**src/rtl/assert_macros.svh**
```systemverilog
`ifndef ASSERT_MACROS_SVH
`define ASSERT_MACROS_SVH

// property checked on every rising edge, off while reset is held
`define ASSERT_CLK(lbl, prop, msg) \
    lbl: assert property (@(posedge i_clk) disable iff (!i_rst_n) (prop)) \
        else $error(msg);

// condition that must never be true
`define ASSERT_NEVER(lbl, cond, msg) \
    `ASSERT_CLK(lbl, !(cond), msg)

`endif

```
**src/rtl/u2u8_pkg.sv**
```systemverilog
`timescale 1ns / 1ps

package u2u8_pkg;

    // queue depth between front and back
    localparam int unsigned QueueDepth = 2;
    // most bytes one code unit can cause
    localparam int unsigned MaxBytes   = 6;

    localparam logic [15:0] Lim1Byte = 16'h0080;
    localparam logic [15:0] Lim2Byte = 16'h0800;
    localparam logic [15:0] HighBase = 16'hD800;
    localparam logic [15:0] LowBase  = 16'hDC00;
    localparam logic [15:0] SurrEnd  = 16'hE000;
    localparam logic [20:0] SuppBase = 21'h010000;

    typedef logic [7:0] t_byte;

    // one encoded unit: byte 0 goes out first
    typedef struct packed {
        t_byte [MaxBytes-1:0] bytes;
        logic  [2:0]          nbytes;
    } t_job;

    // queue status seen by front and back
    typedef struct packed {
        logic full;
        logic empty;
    } t_q_stat;

    // three-byte form of a 16-bit value
    function automatic logic [2:0][7:0] enc3(input logic [15:0] v);
        logic [2:0][7:0] b;
        b[0] = {4'hE, v[15:12]};
        b[1] = {2'b10, v[11:6]};
        b[2] = {2'b10, v[5:0]};
        return b;
    endfunction

    // four-byte form of a supplementary code point
    function automatic logic [3:0][7:0] enc4(input logic [20:0] cp);
        logic [3:0][7:0] b;
        b[0] = {5'b11110, cp[20:18]};
        b[1] = {2'b10, cp[17:12]};
        b[2] = {2'b10, cp[11:6]};
        b[3] = {2'b10, cp[5:0]};
        return b;
    endfunction

endpackage

```
**src/rtl/utf16_to_utf8_transcoder_unit.sv**
```systemverilog
// channel  | dir | tdata                  | tlast
// s_axis   | in  | [15:0] code_unit       | final_unit
// m_axis   | out | [7:0]  out_byte        | unit_end
//
// A code unit is taken in any cycle in which the queue has room; it then
// yields 0 to 6 bytes, sent at one byte per cycle by the output serialiser
// while the output is ready (3 bytes at most unless a surrogate was held).
// The first byte passes through the queue and then the output register.
// Reset clears the held surrogate, queue pointers and output valid.
// Either side may stall; the queue lets the input run on while bytes wait.
`timescale 1ns / 1ps
`include "assert_macros.svh"

module utf16_to_utf8_transcoder_unit import u2u8_pkg::*; #(
    parameter int unsigned QDEPTH = QueueDepth
) (
    input  logic        i_clk,
    input  logic        i_rst_n,
    input  logic        i_s_axis_tvalid,
    output logic        o_s_axis_tready,
    input  logic [15:0] i_s_axis_tdata,  // [15:0] code_unit
    input  logic        i_s_axis_tlast,
    output logic        o_m_axis_tvalid,
    input  logic        i_m_axis_tready,
    output logic [7:0]  o_m_axis_tdata,  // [7:0] out_byte
    output logic        o_m_axis_tlast
);

    logic    push, pop;
    t_job    job, head;
    t_q_stat q_stat;

    // classify units and build the byte list
    u2u8_front u_front (
        .i_clk        (i_clk),
        .i_rst_n      (i_rst_n),
        .i_valid      (i_s_axis_tvalid),
        .i_code_unit  (i_s_axis_tdata),
        .i_final_unit (i_s_axis_tlast),
        .i_q_stat     (q_stat),
        .o_ready      (o_s_axis_tready),
        .o_push       (push),
        .o_job        (job)
    );

    // short queue between front and back
    u2u8_queue #(
        .DEPTH (QDEPTH)
    ) u_queue (
        .i_clk    (i_clk),
        .i_rst_n  (i_rst_n),
        .i_push   (push),
        .i_job    (job),
        .i_pop    (pop),
        .o_head   (head),
        .o_q_stat (q_stat)
    );

    // serialise bytes onto the output
    u2u8_back u_back (
        .i_clk    (i_clk),
        .i_rst_n  (i_rst_n),
        .i_q_stat (q_stat),
        .i_head   (head),
        .i_tready (i_m_axis_tready),
        .o_pop    (pop),
        .o_tvalid (o_m_axis_tvalid),
        .o_tdata  (o_m_axis_tdata),
        .o_tlast  (o_m_axis_tlast)
    );

    // queue consistency
    `ASSERT_NEVER(a_q_full_empty, q_stat.full && q_stat.empty, "queue full and empty")
    `ASSERT_NEVER(a_push_full, push && q_stat.full, "push into full queue")
    `ASSERT_NEVER(a_pop_empty, pop && q_stat.empty, "pop from empty queue")
    `ASSERT_CLK(a_push_len, push |-> (job.nbytes != 3'd0 && job.nbytes <= 3'd6),
        "bad entry length")

endmodule

```
**src/rtl/u2u8_front.sv**
```systemverilog
`timescale 1ns / 1ps

module u2u8_front import u2u8_pkg::*; (
    input  logic        i_clk,
    input  logic        i_rst_n,
    input  logic        i_valid,
    input  logic [15:0] i_code_unit,
    input  logic        i_final_unit,
    input  t_q_stat     i_q_stat,
    output logic        o_ready,
    output logic        o_push,
    output t_job        o_job
);

    logic        r_held_valid, n_held_valid;
    logic [15:0] r_held_high, n_held_high;

    logic            accept;
    logic            is_low, is_high, hold;
    logic [2:0][7:0] cur;
    logic [1:0]      cur_n;
    logic [20:0]     cp;

    assign o_ready = !i_q_stat.full;
    assign accept  = i_valid && o_ready;

    assign is_low  = (i_code_unit >= LowBase) && (i_code_unit < SurrEnd);
    assign is_high = (i_code_unit >= HighBase) && (i_code_unit < LowBase);
    assign cp      = {1'b0, r_held_high[9:0], i_code_unit[9:0]} + SuppBase;

    // encoding of the current unit on its own
    always_comb begin
        cur   = '0;
        cur_n = 2'd0;
        hold  = 1'b0;
        priority if (i_code_unit < Lim1Byte) begin
            cur[0] = i_code_unit[7:0];
            cur_n  = 2'd1;
        end else if (i_code_unit < Lim2Byte) begin
            cur[0] = {3'b110, i_code_unit[10:6]};
            cur[1] = {2'b10, i_code_unit[5:0]};
            cur_n  = 2'd2;
        end else if (is_high && !i_final_unit) begin
            hold = 1'b1;
        end else begin
            cur   = enc3(i_code_unit);
            cur_n = 2'd3;
        end
    end

    // full word list for this unit, held surrogate first
    always_comb begin
        priority if (r_held_valid && is_low) begin
            o_job.bytes  = {16'h0000, enc4(cp)};
            o_job.nbytes = 3'd4;
        end else if (r_held_valid) begin
            o_job.bytes  = {cur, enc3(r_held_high)};
            o_job.nbytes = 3'd3 + {1'b0, cur_n};
        end else begin
            o_job.bytes  = {24'h000000, cur};
            o_job.nbytes = {1'b0, cur_n};
        end
    end

    assign o_push = accept && (o_job.nbytes != 3'd0);

    // held surrogate state
    always_comb begin
        n_held_valid = r_held_valid;
        n_held_high  = r_held_high;
        if (accept) begin
            n_held_valid = hold;
            if (hold) begin
                n_held_high = i_code_unit;
            end
        end
    end

    always_ff @(posedge i_clk) begin
        if (!i_rst_n) begin
            r_held_valid <= 1'b0;
            r_held_high  <= '0;
        end else begin
            r_held_valid <= n_held_valid;
            r_held_high  <= n_held_high;
        end
    end

endmodule

```
**src/rtl/u2u8_queue.sv**
```systemverilog
`timescale 1ns / 1ps

module u2u8_queue import u2u8_pkg::*; #(
    parameter int unsigned DEPTH = QueueDepth
) (
    input  logic    i_clk,
    input  logic    i_rst_n,
    input  logic    i_push,
    input  t_job    i_job,
    input  logic    i_pop,
    output t_job    o_head,
    output t_q_stat o_q_stat
);

    localparam int unsigned PtrW = (DEPTH > 1) ? $clog2(DEPTH) : 1;
    localparam int unsigned CntW = $clog2(DEPTH + 1);
    localparam logic [PtrW-1:0] LastPtr = PtrW'(DEPTH - 1);
    localparam logic [CntW-1:0] FullCnt = CntW'(DEPTH);

    t_job            r_mem [DEPTH];
    logic [PtrW-1:0] r_wr_ptr, n_wr_ptr;
    logic [PtrW-1:0] r_rd_ptr, n_rd_ptr;
    logic [CntW-1:0] r_count, n_count;

    assign o_head         = r_mem[r_rd_ptr];
    assign o_q_stat.full  = (r_count == FullCnt);
    assign o_q_stat.empty = (r_count == '0);

    // pointer and fill count update
    always_comb begin
        n_wr_ptr = r_wr_ptr;
        n_rd_ptr = r_rd_ptr;
        n_count  = r_count;
        if (i_push) begin
            n_wr_ptr = (r_wr_ptr == LastPtr) ? '0 : r_wr_ptr + 1'b1;
        end
        if (i_pop) begin
            n_rd_ptr = (r_rd_ptr == LastPtr) ? '0 : r_rd_ptr + 1'b1;
        end
        unique case ({i_push, i_pop})
            2'b10:   n_count = r_count + 1'b1;
            2'b01:   n_count = r_count - 1'b1;
            default: n_count = r_count;
        endcase
    end

    always_ff @(posedge i_clk) begin
        if (!i_rst_n) begin
            r_wr_ptr <= '0;
            r_rd_ptr <= '0;
            r_count  <= '0;
        end else begin
            r_wr_ptr <= n_wr_ptr;
            r_rd_ptr <= n_rd_ptr;
            r_count  <= n_count;
        end
    end

    // entry storage
    always_ff @(posedge i_clk) begin
        if (i_push) begin
            r_mem[r_wr_ptr] <= i_job;
        end
    end

endmodule

```
**src/rtl/u2u8_back.sv**
```systemverilog
`timescale 1ns / 1ps

module u2u8_back import u2u8_pkg::*; (
    input  logic    i_clk,
    input  logic    i_rst_n,
    input  t_q_stat i_q_stat,
    input  t_job    i_head,
    input  logic    i_tready,
    output logic    o_pop,
    output logic    o_tvalid,
    output t_byte   o_tdata,
    output logic    o_tlast
);

    logic [2:0] r_idx, n_idx;
    logic       r_valid;
    t_byte      r_byte;
    logic       r_last;

    logic load, last;

    assign load  = !i_q_stat.empty && (!r_valid || i_tready);
    assign last  = (r_idx == 3'(i_head.nbytes - 3'd1));
    assign o_pop = load && last;
    assign n_idx = last ? 3'd0 : r_idx + 3'd1;

    // output word register, one byte of the head entry per cycle while the output is ready
    always_ff @(posedge i_clk) begin
        if (!i_rst_n) begin
            r_valid <= 1'b0;
            r_idx   <= 3'd0;
        end else if (load) begin
            r_valid <= 1'b1;
            r_idx   <= n_idx;
        end else if (i_tready) begin
            r_valid <= 1'b0;
        end
        if (load) begin
            r_byte <= i_head.bytes[r_idx];
            r_last <= last;
        end
    end

    assign o_tvalid = r_valid;
    assign o_tdata  = r_byte;
    assign o_tlast  = r_last;

endmodule
```
**config.mk**
```make
export PLATFORM = sky130hd
export DESIGN_NAME = utf16_to_utf8_transcoder_unit
export DESIGN_NICKNAME = d
export VERILOG_FILES = /design/src/rtl/u2u8_pkg.sv /design/src/rtl/utf16_to_utf8_transcoder_unit.sv /design/src/rtl/u2u8_front.sv /design/src/rtl/u2u8_queue.sv /design/src/rtl/u2u8_back.sv
export VERILOG_INCLUDE_DIRS = /design/src /design/src/rtl
export SDC_FILE = /design/constraint.sdc
export NUM_CORES = 1
export LEC_CHECK = 0
export ABC_AREA = 1
export BUFFER_PORTS_ARGS = -buffer_cell sky130_fd_sc_hd__buf_2
export CELL_PAD_IN_SITES_DETAIL_PLACEMENT = 1
export CELL_PAD_IN_SITES_GLOBAL_PLACEMENT = 1
export CORE_ASPECT_RATIO = 1.75
export CORE_MARGIN = 5
export CORE_UTILIZATION = 35
export CTS_BUF_LIST = sky130_fd_sc_hd__clkbuf_8
export DETAILED_ROUTE_END_ITERATION = 10
export PLACE_DENSITY_LB_ADDON = 0.1
export SETUP_SLACK_MARGIN = 0.15
export SYNTH_ARGS = -nofsm -noshare
export SYNTH_HDL_FRONTEND = slang
export SYNTH_SLANG_ARGS = --single-unit
```
**constraint.sdc**
```tcl
create_clock -name i_clk -period 3.72 [get_ports i_clk]
set_input_delay 0.372 -clock i_clk [delete_from_list [all_inputs] [get_ports i_clk]]
set_output_delay 0.372 -clock i_clk [all_outputs]
set_load 0.02 [all_outputs]
```
; ---- Word level (Yosys, flattened, before mapping)
; Memory sizes are Yosys's and may differ from the RTL's. A register that Yosys moved wholly into a read port is not among the register bits.
; Index checks and enable logic that the tools add are counted.
[classes]
mux = 25
n_reduce_logical = 18
shift = 0
n_div = 0
eq_ne = 4
mul = 0
bitwise_logic = 0
addsub = 8
magnitude_cmp = 7
[ops]
columns = cell, n
row1 = $mux 51, 2
row2 = $ge 16x16->1 const B, 2
row3 = $lt 16x16->1 const B, 2
row4 = $mux 16, 2
row5 = $bmux 8 s3, 1
row6 = $mux 24, 1
row7 = $mux 8, 3
row8 = $add 20x17->21 const B, 1
row9 = $lt 16x12->1 const B, 1
row10 = $lt 16x8->1 const B, 1
row11 = $mux 1, 11
row12 = $logic_and 1x1->1, 8
row13 = $mux 2, 3
row14 = $eq 2x2->1 const B, 2
row15 = $logic_not 1->1, 4
row16 = $lt 3x4->1 const B, 1
row17 = $pmux 2 s2, 1
row18 = $reduce_bool 2->1, 2
row19 = $add 2x2->3 const A, 1
row20 = $add 3x1->3 const B, 1
row21 = $eq 3x3->1, 1
row22 = $mux 3, 1
row23 = $reduce_bool 3->1, 1
row24 = $sub 3x1->3 const B, 1
row25 = 7 further kinds, 8
[word_totals]
word_cells = 72
ramBits = 102
latch_bits = 0
register_bits = 34
out_inout_bits = 11
mem_count = 1
input_bits = 21
mem_bits_ro = 0
[mem_list]
columns = memory, depth, word_bits, rd, rd_clocked_by_memory_dff, write_ports, line
row1 = u_queue.r_mem, 2, 51, 1, 1, 1, u2u8_queue.sv:20  ; t_job r_mem [DEPTH];

; ---- Logic depth before layout (Yosys ltp)
[logic_depth]
ltp_word = 13
ltp_mapped = 19
mapped_depth_nobuf = 19

; ---- Cells and area by module
; From an unflattened synthesis, not the netlist that was laid out.
[unflattened]
hier_cells = 597
area_unflattened_um2 = 6710.2
[by_module_without_submodules]
columns = module, seq_area_each_um2, area_each_um2, n_inst, cells_each
row1 = u2u8_queue, 3163.0, 4162.7, 1, 194
row2 = u2u8_front, 340.3, 1536.5, 1, 264
row3 = u2u8_back, 350.3, 1011.0, 1, 139

; ---- Worst setup path after synthesis
; No wires, ideal clock.
[synth_path]
kind = input-to-reg
start = input i_s_axis_tdata[12]
end = memory u_queue.r_mem[0][0] (netlist bit) (enable)
path_stages = 14
setup_ns = 0.451
n_path_buf = 0
t_required_ns = 3.269
setup_slack_ns = -0.347
arrival_time_ns = 3.615
cell_sequence = nor2_2 > nand2_1 > nor2_4 > nand2_2 > nand2_1 > inv_1 > ha_1 > nand2_1 > nand2_1 > inv_1 > a21oi_2 > nand2_1 > nand2_1 > nor2_1
[synth_via]
elab_chain_cells = 13
elab_cells_between_ends = 20
cone_classes = add/sub (1) / order compare (6) / mux (7) / reduce/logical (6)
[synth_rtl]
columns = item, line
row1 = from (decl), utf16_to_utf8_transcoder_unit.sv:21  ; input logic [15:0] i_s_axis_tdata,
row2 = $ge 16x16->1 / $lt 16x16->1 (equally long branches), u2u8_front.sv:28  ; assign is_high = (i_code_unit >= HighBase) && (i_code_unit < LowBase);
row3 = $logic_and 1x1->1, u2u8_front.sv:28
row4 = $logic_and 1x1->1, u2u8_front.sv:43  ; end else if (is_high && !i_final_unit) begin
row5 = $mux 2, u2u8_front.sv:43
row6 = $mux 2, u2u8_front.sv:39  ; end else if (i_code_unit < Lim2Byte) begin
row7 = $mux 2, u2u8_front.sv:36  ; priority if (i_code_unit < Lim1Byte) begin
row8 = $add 2x2->3, u2u8_front.sv:58  ; o_job.nbytes = 3'd3 + {1'b0, cur_n};
row9 = $mux 51, u2u8_front.sv:56  ; end else if (r_held_valid) begin
row10 = $mux 51 (*), u2u8_front.sv:53  ; priority if (r_held_valid && is_low) begin
row11 = $reduce_bool 3->1 (*), u2u8_front.sv:65  ; assign o_push = accept && (o_job.nbytes != 3'd0);
row12 = $logic_and 1x1->1 (*), u2u8_front.sv:65
row13 = $mux 1 (*), u2u8_queue.sv:61  ; if (i_push) begin
row14 = $mux 1 (implied by the code) (*), u2u8_queue.sv:62  ; r_mem[r_wr_ptr] <= i_job;
row15 = to (decl), u2u8_queue.sv:20
; Mark *: on every way between the ends. The rest lies on a longest branch, timed or not.

==> results.py <==
metrics = {
    "worst_setup_path": {
        "slowest_stage": "ha_1",
        "crit_arrival_ps": 2900,
        "reg2regPathDepth": 13,
        "cp-end-kind": "register",
        "reg2reg_slack_ps": 1270,
        "worst_path_most_repeated_cell": "nand2_1",
        "crit_fanout": 11,
        "critPathMaxStageDelay_ps": 340,
        "worstPathRequired_ps": 4030,
        "worstPathCellList": "buf_2 > nor2_2 > nand2_1 > nor2_4 > nand2_2 > nand2_1 > inv_1 > ha_1 > o21ai_0 > a21oi_2 > nand2_1 > nand2_1 > ha_1 > a21oi_1 > o21ai_0 > o21ai_0 > a21oi_1",
        "critical_path_class": "in -> reg",
        "critPathLaunchType": "input port",
    },
    "final_layout": {
        "diodes": 0,
        "final_area_mm2": 0.00669,
        "fillers": 1822,
        "drive_gt1_frac": 0.155,
        "finalNetCount": 625,
        "final_util": 0.409,
        "syn_to_final_growth_pct": 15.3,
    },
    "yosys": {
        "netlist_top_cells_area": "edfxtp_1 53%, dfxtp_1 9.0%, o21ai_0 6.6%, nor2_1 5.6%, nand2_1 4.1%",
        "synth_cells": 562,
        "synth_area_mm2": 0.00580,
        "syn-num-nets": 588,
        "ys_warn_count": 0,
        "synth_edf_count": 103,
        "netlist.area_leader.share": 0.533,
        "yosysTopAreaCell": "edfxtp_1",
        "avgSynthCellArea_um2": 10.3,
        "yosysSeqAreaShare": 0.623,
        "post-synth-top-count-cell": "edfxtp_1",
        "yosysUniqueCellTypes": 39,
        "async_flop_share": 0,
        "synthTopCellsByCount": "103 x edfxtp_1, 87 x nor2_1, 76 x o21ai_0",
        "ys.flop_type": "edfxtp_1",
        "yosys_register_bits": 129,
    },
    "grt": {
        "gr-total-overflow": 0,
        "antenna_found_initial": 0,
        "grt_max_degree": 46,
        "grtUsageTotal": 0.179,
        "grt_pass1_vias": 4596,
        "grt_pass1_wl_mm": 26.0,
    },
    "min_path": {
        "hp-class": "in -> reg",
        "holdPathStages": 4,
    },
    "status": {
        "status": "complete, no violations",
    },
    "cts": {
        "postCtsSetupBuffers": 0,
        "numClockSinks": 129,
        "clk_latency_ps": 430,
        "h-tree-depth": 4,
        "post_cts_resized": 0,
        "clockBufferDepth": 2,
        "numCtsBuffers": 17,
        "postCtsHoldBufs": 0,
        "clk_pin_slew_worst_paths_ps": 80,
        "cts_tree": "done",
        "clock-root-buffer": "clkbuf_8",
    },
    "floorplanning": {
        "rows": 62,
        "die_w_um": 107,
        "core_area_mm2": 0.0164,
        "dieArea_mm2": 0.0193,
        "fp.dieH_um": 180,
        "ioPinCount": 32,
        "start_util": 0.354,
    },
    "detailed_routing": {
        "routed_wl_mm": 16.2,
        "first_iter_violations": 156,
        "detail_route.first_pass.iterations": 4,
        "wl_per_cell_um": 19.4,
        "drcViolationCount": 0,
        "via_per_inst": 5.12,
        "vias": 4278,
        "ant_nets": 0,
    },
    "sta": {
        "setup_ws_ps": 1130,
        "setup_viol": 0,
        "fin_crit_ps": 2590,
        "skew_ps": 14.6,
        "tns_ps": 0,
        "timing.final.hold_violations": 0,
        "hold_slack_ps": 245,
        "fin_crit_sh": 0.696,
        "rsz0062_at_grt": "no",
        "relSlewSlack": 0.353,
        "drv_slew": 0,
        "worst_pin_slew_ps": 969,
        "fmax_mhz": 386,
    },
    "power_and_ir_drop": {
        "cellLeakagePower_nw": 2.51,
        "irDropWorstVdd_mv": 0.253,
        "p_per_area_mw_per_mm2": 551,
    },
    "placed_design": {
        "pre_cts_ws_ps": 687,
        "placed_cell_area_mm2": 0.00626,
        "finalWeightedCongestion": 0.859,
        "numPortBuffers": 31,
        "post-dp-hpwl_mm": 11.6,
    },
    "job": {
        "maxCapViolations": 0,
    },
}
[final timing paths]
| kind | start | endpoint |
|---|---|---|
| max | i_s_axis_tdata[12] | u_queue.r_count[1]$_SDFFE_PN0P_ |
| min | i_m_axis_tready | u_back.o_tvalid$_SDFFE_PN0P_ |
| max reg2reg | register | u_queue.r_count[1]$_SDFFE_PN0P_ |
| min reg2reg | u_front.r_held_high[13]$_SDFFE_PN0P_ | u_front.r_held_high[13]$_SDFFE_PN0P_ |
[worst max-delay path, delay by kind of cell]
family | cells | cell delay (ps)
buffers and inverters | 2 | 180
adders and majority gates | 2 | 520
AOI/OAI and AO/OA | 6 | 860
and+or+nand+nor | 7 | 960
[through the flow]
| stage | power (mW) | instances |
|---|---|---|
| final | 3.68 | 836 |
| after global routing | 3.89 | 836 |
| after CTS | 3.75 | 836 |
| after global placement | 2.43 | 804 |
| after detailed placement | 2.45 | 804 |
| after floorplan | 2.20 | 562 |
[layout make-up]
| type | instances | area, um^2 | share of cell area |
|---|---|---|---|
| clock buffers | 17 | 234 | 0.0350 |
| clock inverters | 15 | 194 | 0.0290 |
| inverters | 60 | 225 | 0.0337 |
| multi-input cells | 347 | 1850 | 0.277 |
| flip-flops and latches | 129 | 3610 | 0.540 |
| well taps | 224 | 280 | 0.0419 |
| repair buffers | 44 | 290 | 0.0434 |
[cell usage in the layout, fill, tap and decap left out, types with 4 or more instances in the layout]
cell type	netlist	final
edfxtp_1	103	103
nor2_1	87	86
o21ai_0	76	76
nand2_1	63	63
inv_1	55	56
buf_2	7	31
dfxtp_1	26	26
a21oi_1	22	22
o211ai_1	17	17
clkbuf_8	0	17
o22ai_1	14	14
buf_4	1	10
xor2_1	6	6
o221ai_1	6	6
o2111ai_1	6	6
a32o_1	6	6
nor2_2	5	5
nand3_1	5	5
ha_1	5	5
clkinv_1	4	4
nand2_2	4	4
and2_1	4	4
bufinv_16	0	4
clkinv_4	0	4
[per-layer routing]
| metal | wire, um | up-vias | track usage |
|---|---|---|---|
| met4 | 418 | 0 | 0.0727 |
| met1 | 6460 | 2135 | 0.207 |
| met3 | 474 | 22 | 0.0287 |
| li1 | - | 2046 | - |
| met2 | 8900 | 75 | 0.322 |
| met5 | 0 | - | 0 |
[report_power, final]
part           switching, mW  internal, mW
logic                  0.449         0.212
registers             0.0314          1.70
clock network          0.560         0.728
total                   1.04          2.64
[flip-flops by register name (all words and copies together), names as in the netlist, named ones only]
name / count
u_back.o_tdata: 8
u_back.o_tlast: 1
u_back.o_tvalid: 1
u_back.r_idx: 3
u_front.r_held_high: 16
u_front.r_held_valid: 1
u_queue.r_count: 2
u_queue.r_mem: 94
u_queue.r_rd_ptr: 1
u_queue.r_wr_ptr: 1
[logic make-up after synthesis]
kind of cell             Yosys count  share of synthesized area
AND/OR/NAND/NOR                  179                      0.134
AO/OA/AOI/OAI                    155                      0.161
flip-flops                       129                      0.623
buffers and inverters             86                     0.0591
XOR/XNOR                           7                     0.0106
adder cells (fa/ha/maj)            5                     0.0108
multiplexers                       1                    0.00173
(Power assumes the default switching activity.)
